`config.mk`:
```
export PLATFORM = sky130hd
export DESIGN_NAME = text_console_cursor_engine_unit
export DESIGN_NICKNAME = d
export VERILOG_FILES = /design/src/sv/tcce_pkg.sv /design/src/sv/text_console_cursor_engine_unit.sv
export SDC_FILE = /design/constraint.sdc
export NUM_CORES = 1
export LEC_CHECK = 0
export BUFFER_PORTS_ARGS = -buffer_cell sky130_fd_sc_hd__buf_2
export CAP_MARGIN = 20
export CORE_ASPECT_RATIO = 1.4
export CORE_MARGIN = 1.5
export CORE_UTILIZATION = 52
export DETAILED_ROUTE_END_ITERATION = 7
export HOLD_SLACK_MARGIN = 0.03
export PLACE_DENSITY = 0.75
export SETUP_SLACK_MARGIN = 0.02
export SLEW_MARGIN = 25
export SYNTH_ARGS = -nofsm -noshare
export SYNTH_HDL_FRONTEND = slang
export SYNTH_SLANG_ARGS = --single-unit
```
`constraint.sdc`:
```
create_clock -name i_clk -period 6.3 [get_ports i_clk]
set_input_delay 0.945 -clock i_clk [delete_from_list [all_inputs] [get_ports i_clk]]
set_output_delay 0.945 -clock i_clk [all_outputs]
set_load 0.03 [all_outputs]
```
`src/sv/tcce_pkg.sv`:
```
package tcce_pkg;

    // Command selector carried in the input tuser field.
    localparam logic [1:0] MODE_CHAR    = 2'd0;
    localparam logic [1:0] MODE_SET     = 2'd1;
    localparam logic [1:0] MODE_SAVE    = 2'd2;
    localparam logic [1:0] MODE_RESTORE = 2'd3;

    // Character codes with a cursor action of their own.
    localparam logic [7:0] CHAR_BS    = 8'd8;
    localparam logic [7:0] CHAR_TAB   = 8'd9;
    localparam logic [7:0] CHAR_LF    = 8'd10;
    localparam logic [7:0] CHAR_CR    = 8'd13;
    localparam logic [7:0] CHAR_SPACE = 8'd32;
    localparam logic [7:0] CHAR_DEL   = 8'd127;

    // Glyphs sent to the renderer.
    localparam logic [6:0] GLYPH_SPACE = 7'd32;
    localparam logic [6:0] GLYPH_QMARK = 7'd63;

    // Configuration register indexes.
    localparam logic CFG_NUM_COLS = 1'b0;
    localparam logic CFG_NUM_ROWS = 1'b1;

    // Reset values of the screen size registers.
    localparam logic [8:0] COLS_RESET = 9'd80;
    localparam logic [7:0] ROWS_RESET = 8'd25;

    // Fixed widths of the stream fields.
    localparam int FIELD_COL_W = 9;
    localparam int FIELD_ROW_W = 8;

    // Result of one item before it is packed onto the output stream.
    typedef struct packed {
        logic                   draw_valid;
        logic [FIELD_COL_W-1:0] draw_col;
        logic [FIELD_ROW_W-1:0] draw_row;
        logic [6:0]             glyph_code;
        logic                   scroll_req;
        logic [FIELD_COL_W-1:0] cursor_col_now;
        logic [FIELD_ROW_W-1:0] cursor_row_now;
    } t_result;

endpackage

```
`src/sv/text_console_cursor_engine_unit.sv`:
```
// Each item passes through the input register, then the result register, before
// its result is presented; items that are pure commands produce a result just the same.
// Throughput: one item per cycle while results are taken, set by the cursor update loop.
// Reset (i_rst_n low, synchronous): cursor and saved cursor go to 0, the screen size
// returns to 80 columns by 25 rows, and both stream stages are emptied.
module text_console_cursor_engine_unit
    import tcce_pkg::*;
#(
    parameter int COL_BITS = 9,
    parameter int ROW_BITS = 8
) (
    input  logic        i_clk,
    input  logic        i_rst_n,

    // Configuration write port.
    input  logic        i_cfg_wen,
    input  logic        i_cfg_index,
    input  logic [8:0]  i_cfg_wdata,

    // Input stream.
    input  logic        i_s_tvalid,
    output logic        o_s_tready,
    // tdata, lowest bit up: char_code[7:0], set_col[16:8], set_row[24:17], zero[31:25].
    input  logic [31:0] i_s_tdata,
    // tuser: mode[1:0].
    input  logic [1:0]  i_s_tuser,

    // Result stream.
    output logic        o_m_tvalid,
    input  logic        i_m_tready,
    // tdata, lowest bit up: draw_valid[0], draw_col[9:1], draw_row[17:10],
    // glyph_code[24:18], scroll_req[25], cursor_col_now[34:26], cursor_row_now[42:35],
    // zero[47:43].
    output logic [47:0] o_m_tdata
);

    // Working widths: wide enough for the stored position plus one step, and for the
    // screen size it is compared against, so no sum is truncated before the compare.
    localparam int CW = ((COL_BITS > FIELD_COL_W) ? COL_BITS : FIELD_COL_W) + 1;
    localparam int RW = ((ROW_BITS > FIELD_ROW_W) ? ROW_BITS : FIELD_ROW_W) + 1;

    // Screen size registers.
    logic [8:0] r_cols;
    logic [7:0] r_rows;

    // Cursor and saved cursor.
    logic [COL_BITS-1:0] r_cur_col, n_cur_col;
    logic [ROW_BITS-1:0] r_cur_row, n_cur_row;
    logic [COL_BITS-1:0] r_kept_col, n_kept_col;
    logic [ROW_BITS-1:0] r_kept_row, n_kept_row;

    // Input register.
    logic       r_in_valid;
    logic [1:0] r_mode;
    logic [7:0] r_code;
    logic [8:0] r_set_col;
    logic [7:0] r_set_row;

    // Result register.
    logic    r_out_valid;
    t_result r_res, n_res;

    // The result register moves whenever it is empty or its content is being taken;
    // the input register then hands its item over. The input register is refilled
    // in the same cycle it drains, so a result waiting downstream does not block a
    // new transfer into an empty input register.
    logic advance;
    logic in_take;

    assign advance    = !r_out_valid || i_m_tready;
    assign o_s_tready = !r_in_valid || advance;
    assign in_take    = i_s_tvalid && o_s_tready;

    // Cursor update for the item held in the input register.
    logic [8:0]    ncols;
    logic [7:0]    nrows;
    logic [CW-1:0] cur_col_x;
    logic [RW-1:0] cur_row_x;
    logic [CW-1:0] col_x;
    logic [RW-1:0] row_x;
    logic          check;
    logic          draw;
    logic          scroll;
    logic [CW-1:0] dcol_x;
    logic [RW-1:0] drow_x;
    logic [6:0]    glyph;

    always_comb begin
        // A zero screen size behaves as a size of one.
        ncols     = (r_cols == '0) ? 9'd1 : r_cols;
        nrows     = (r_rows == '0) ? 8'd1 : r_rows;
        cur_col_x = CW'(r_cur_col);
        cur_row_x = RW'(r_cur_row);
        col_x     = cur_col_x;
        row_x     = cur_row_x;
        check     = 1'b0;
        draw      = 1'b0;
        scroll    = 1'b0;
        dcol_x    = '0;
        drow_x    = '0;
        glyph     = GLYPH_SPACE;
        n_kept_col = r_kept_col;
        n_kept_row = r_kept_row;

        case (r_mode)
            MODE_SET: begin
                // Taken unchecked; it may lie off screen.
                col_x = CW'(r_set_col);
                row_x = RW'(r_set_row);
            end
            MODE_SAVE: begin
                n_kept_col = r_cur_col;
                n_kept_row = r_cur_row;
            end
            MODE_RESTORE: begin
                col_x = CW'(r_kept_col);
                row_x = RW'(r_kept_row);
            end
            default: begin
                case (r_code)
                    CHAR_LF: begin
                        col_x = '0;
                        row_x = cur_row_x + RW'(1);
                        check = 1'b1;
                    end
                    CHAR_CR: begin
                        col_x = '0;
                        check = 1'b1;
                    end
                    CHAR_TAB: begin
                        col_x = (cur_col_x + CW'(4)) & ~CW'(3);
                        check = 1'b1;
                    end
                    CHAR_BS: begin
                        // Backspace at the left edge does nothing; otherwise it
                        // erases the cell it lands on and never wraps or scrolls.
                        if (cur_col_x != '0) begin
                            col_x  = cur_col_x - CW'(1);
                            draw   = 1'b1;
                            dcol_x = cur_col_x - CW'(1);
                            drow_x = cur_row_x;
                        end
                    end
                    default: begin
                        if (r_code inside {[CHAR_SPACE:CHAR_DEL]}) begin
                            draw   = 1'b1;
                            dcol_x = cur_col_x;
                            drow_x = cur_row_x;
                            glyph  = (r_code == CHAR_DEL) ? GLYPH_QMARK : r_code[6:0];
                            col_x  = cur_col_x + CW'(1);
                            check  = 1'b1;
                        end
                    end
                endcase
            end
        endcase

        // Wrap past the right edge, then scroll past the bottom row.
        if (check) begin
            if (col_x >= CW'(ncols)) begin
                col_x = '0;
                row_x = row_x + RW'(1);
            end
            if (row_x >= RW'(nrows)) begin
                row_x  = RW'(nrows) - RW'(1);
                col_x  = '0;
                scroll = 1'b1;
            end
        end

        n_cur_col = col_x[COL_BITS-1:0];
        n_cur_row = row_x[ROW_BITS-1:0];

        n_res.draw_valid     = draw;
        n_res.draw_col       = dcol_x[FIELD_COL_W-1:0];
        n_res.draw_row       = drow_x[FIELD_ROW_W-1:0];
        n_res.glyph_code     = glyph;
        n_res.scroll_req     = scroll;
        n_res.cursor_col_now = FIELD_COL_W'(n_cur_col);
        n_res.cursor_row_now = FIELD_ROW_W'(n_cur_row);
    end

    // Configuration registers; the user must write them only while the block is idle, which the block does not enforce.
    always_ff @(posedge i_clk) begin
        if (!i_rst_n) begin
            r_cols <= COLS_RESET;
            r_rows <= ROWS_RESET;
        end else if (i_cfg_wen) begin
            case (i_cfg_index)
                CFG_NUM_COLS: r_cols <= i_cfg_wdata;
                CFG_NUM_ROWS: r_rows <= i_cfg_wdata[7:0];
                default: begin
                end
            endcase
        end
    end

    // Input register control and payload.
    always_ff @(posedge i_clk) begin
        if (!i_rst_n) begin
            r_in_valid <= 1'b0;
        end else if (o_s_tready) begin
            r_in_valid <= i_s_tvalid;
        end
    end

    always_ff @(posedge i_clk) begin
        if (in_take) begin
            r_mode    <= i_s_tuser;
            r_code    <= i_s_tdata[7:0];
            r_set_col <= i_s_tdata[16:8];
            r_set_row <= i_s_tdata[24:17];
        end
    end

    // Cursor state advances once per item, as the item moves into the result register.
    always_ff @(posedge i_clk) begin
        if (!i_rst_n) begin
            r_cur_col  <= '0;
            r_cur_row  <= '0;
            r_kept_col <= '0;
            r_kept_row <= '0;
        end else if (r_in_valid && advance) begin
            r_cur_col  <= n_cur_col;
            r_cur_row  <= n_cur_row;
            r_kept_col <= n_kept_col;
            r_kept_row <= n_kept_row;
        end
    end

    // Result register.
    always_ff @(posedge i_clk) begin
        if (!i_rst_n) begin
            r_out_valid <= 1'b0;
        end else if (advance) begin
            r_out_valid <= r_in_valid;
        end
    end

    always_ff @(posedge i_clk) begin
        if (r_in_valid && advance) begin
            r_res <= n_res;
        end
    end

    assign o_m_tvalid = r_out_valid;
    assign o_m_tdata  = {5'b0,
                         r_res.cursor_row_now,
                         r_res.cursor_col_now,
                         r_res.scroll_req,
                         r_res.glyph_code,
                         r_res.draw_row,
                         r_res.draw_col,
                         r_res.draw_valid};

endmodule

```
==> flow_metrics.py <==
metrics = {
    "critical_path": {
        "cp.required_ns": 6.66,
        "criticalPathCategory": "reg2reg",
        "arrival_ns": 6.25,
        "cp_max_fo": 13,
        "startpoint_type": "flop",
        "r2r_slack_ns": 0.41,
        "worstSetupEndpointType": "flop",
    },
    "final_layout": {
        "design_area_mm2": 0.008124,
        "final_layout_size_suffix_gt1_frac": 0.2236,
        "syn_to_final_growth_pct": 18.42,
        "finalNetCount": 890,
        "diodes": 0,
    },
    "worst_hold_path": {
        "hold_class": "reg2reg",
    },
    "timing": {
        "fin_skew_ns": 0.009379,
        "tns_ns": 0,
        "period_share": 0.9351,
        "worst_pin_slew_ns": 0.8029,
        "grt_setup_unrepaired": "false",
        "slew_headroom": 0.4648,
        "fin_crit_ns": 5.891,
        "slew_violations": 0,
        "setup_viol": 0,
        "hold_viol": 0,
        "fmax_mhz": 169.7,
    },
    "cts": {
        "postCtsHoldBufs": 0,
        "cts_resized": 0,
        "cts_tree": "done",
        "cts_inserted_buffers": 17,
        "cts.sink_count": 123,
        "htree_num_levels": 4,
        "path_clk_slew_ns": 0.06,
        "cts_root_buf": "clkbuf_16",
        "clock_latency_ns": 0.42,
        "cts_setup_buffers": 0,
        "cts_buffer_depth": 2,
    },
    "synth": {
        "synth_area_leaders": "edfxtp_1 31%, dfxtp_1 15%, nand2_1 6.0%, ha_1 5.7%, a21boi_0 3.4%",
        "async_reset_ff_frac": 0,
        "ys_types": 78,
        "yosys_register_bits": 123,
        "ys.warnings.count": 0,
        "ys_seq_area_frac": 0.4611,
        "syn_area_mm2": 0.006860,
        "synth_edf_count": 70,
        "syn_inst": 710,
        "avgSynthCellArea_um2": 9.662,
        "synth_flop_cell": "edfxtp_1",
        "synth_top_area_frac": 0.3064,
        "yosysTopAreaCell": "edfxtp_1",
    },
    "pwr": {
        "vdd_drop_max_mv": 0.1453,
        "p_per_area_mw_per_mm2": 261.1,
        "power.leakage_nw": 3.242,
    },
    "floorplanning": {
        "core_mm2": 0.01287,
        "die_w_um": 100.1,
        "pin_count": 99,
        "rows": 49,
        "fp.dieArea_mm2": 0.01390,
        "initial_utilization": 0.5328,
        "die_h_um": 138.9,
    },
    "global_route": {
        "first_global_vias": 5924,
        "grt_pass1_wl_um": 29880,
        "antenna_found_initial": 0,
        "track_usage": 0.2764,
        "grt_max_degree": 51,
        "grt-ovfl-total": 0,
    },
    "place": {
        "port_buffers": 86,
        "dpl_cell_area_mm2": 0.007552,
        "dpl.hpwl_um": 13340,
        "gp_congestion": 0.9873,
    },
    "detailed_routing": {
        "vias": 5861,
        "drcViolationCount": 0,
        "wl_um": 18420,
        "ant_nets": 0,
        "detail_route.wl_per_cell_um": 18.88,
        "dr.pass1.iters": 5,
        "vias_per_cell": 6.005,
        "drtIter0Drc": 348,
    },
    "outcome": {
        "status": "finished, final reports clean",
    },
    "flow_run": {
        "drv_cap": 0,
    },
}
==> metrics by stage <==
step | util | setup slack, ns | hold slack (ns) | instances | total power [mW]
floorplan | - | 0.2842 | 0.4428 | 714 | 1.134
global placement | 0.5864 | 0.3799 | 0.4506 | 944 | 1.222
detailed placement | 0.5866 | 0.2858 | 0.4586 | 944 | 1.230
CTS | 0.6295 | 0.2575 | 0.4665 | 976 | 2.129
global route | 0.6310 | 0.03015 | 0.4878 | 976 | 2.196
finish | 0.6310 | 0.4090 | 0.4651 | 976 | 2.121
==> flip-flops by register name (all words and copies together) (netlist names) <==
register / count
o_m_tdata: 43
r_cols: 9
r_cur_col: 9
r_kept_col: 9
r_set_col: 9
r_code: 8
r_cur_row: 8
r_kept_row: 8
r_rows: 8
r_set_row: 8
r_mode: 2
o_m_tvalid: 1
r_in_valid: 1
==> area by class of cell <==
class,instances,area [um2]
Clock buffer,17,425.4
Clock inverter,15,127.6
Fill cell,1056,4751
Inverter,35,131.4
Multi-Input combinational cell,512,3392
Sequential cell,123,3163
Tap cell,153,191.4
Timing Repair Buffer,121,693.2
==> where the power goes <==
part           switching, mW  leakage, nW  internal, mW
combinational          0.189         1.87         0.115
sequential            0.0254         1.10         0.889
clock                  0.362        0.273         0.540
total                  0.577         3.24          1.54
==> path summary, 6_finish.rpt <==
kind                  end  cells past startpoint    startpoint
min             r_cols[5]                      2     r_cols[5]
min reg2reg     r_cols[5]                      2     r_cols[5]
max          r_cur_row[3]                     26  r_cur_col[4]
max reg2reg  r_cur_row[3]                     26  r_cur_col[4]
==> placed cells by master (no fill, tap or decap), drive strengths merged, types with 4 or more instances in the layout <==
master	count
o22ai	4
a222oi	8
nor3	8
o31ai	4
o211ai	10
clkinv	13
a211oi	5
mux2i	7
and3	13
o21ba	5
nand4	6
nor4	8
o21a	7
a311oi	6
inv	34
a31oi	5
and2	21
a21oi	28
ha	31
nor2b	10
a22o	6
o21ai	36
a22oi	8
dfxtp	53
a21boi	31
nand2b	11
edfxtp	70
buf	121
xnor2	10
conb	5
a221oi	4
clkbuf	17
nand3	16
nand2	110
nor2	35
a21o	6
xor2	8
==> Yosys cell counts (6+ instances only) <==
master	number
a21boi_0	31
a21oi_1	28
a222oi_1	8
a22o_1	6
a22oi_1	8
and2_1	21
and3_1	12
clkbuf_1	31
dfxtp_1	53
edfxtp_1	70
ha_1	31
inv_1	32
mux2i_1	7
nand2_1	110
nand2b_1	11
nand3_1	16
nor2_1	35
nor2b_1	10
nor3_1	8
nor4_1	7
o211ai_1	9
o21a_1	7
o21ai_0	31
xnor2_1	10
xor2_1	8
==> kinds of logic (layout without fill, tap and decap cells) <==
logic type	after synthesis	in the layout	share of synthesized area
XOR/XNOR	18	18	0.02298
AO/OA/AOI/OAI	192	192	0.2059
other	1	5	0.0005466
multiplexers	10	10	0.01514
AND/OR/NAND/NOR	256	256	0.1880
flip-flops	123	123	0.4611
buffers and inverters	79	188	0.04979
adder cells (fa/ha/maj)	31	31	0.05654
==> worst max-delay path, cell delays in order, from the launching register on <==
cell and delay [ns]:
dfxtp_1 0.30, or4_1 0.55, or3_1 0.36, and2_1 0.21
o21ai_1 0.12, o21ai_0 0.13, a221oi_2 0.28, mux2_4 0.23
inv_1 0.05, ha_1 0.32, a21oi_1 0.17, nand2_1 0.08
a41oi_1 0.18, o21ai_0 0.13, buf_4 0.18, o211ai_4 0.16
nand2b_1 0.18, xor2_1 0.17, ha_1 0.26, o211a_1 0.23
a221o_1 0.35, a21oi_1 0.12, o21a_1 0.21, o31ai_4 0.18
or3_1 0.38, o211ai_1 0.14, a31o_2 0.19
==> per-layer routing <==
layer	share of wire	track usage
met4	0.035	0.1401
met5	0	0
met2	0.54	0.4884
met1	0.38	0.3197
met3	0.050	0.04234
(Power assumes the default switching activity.)
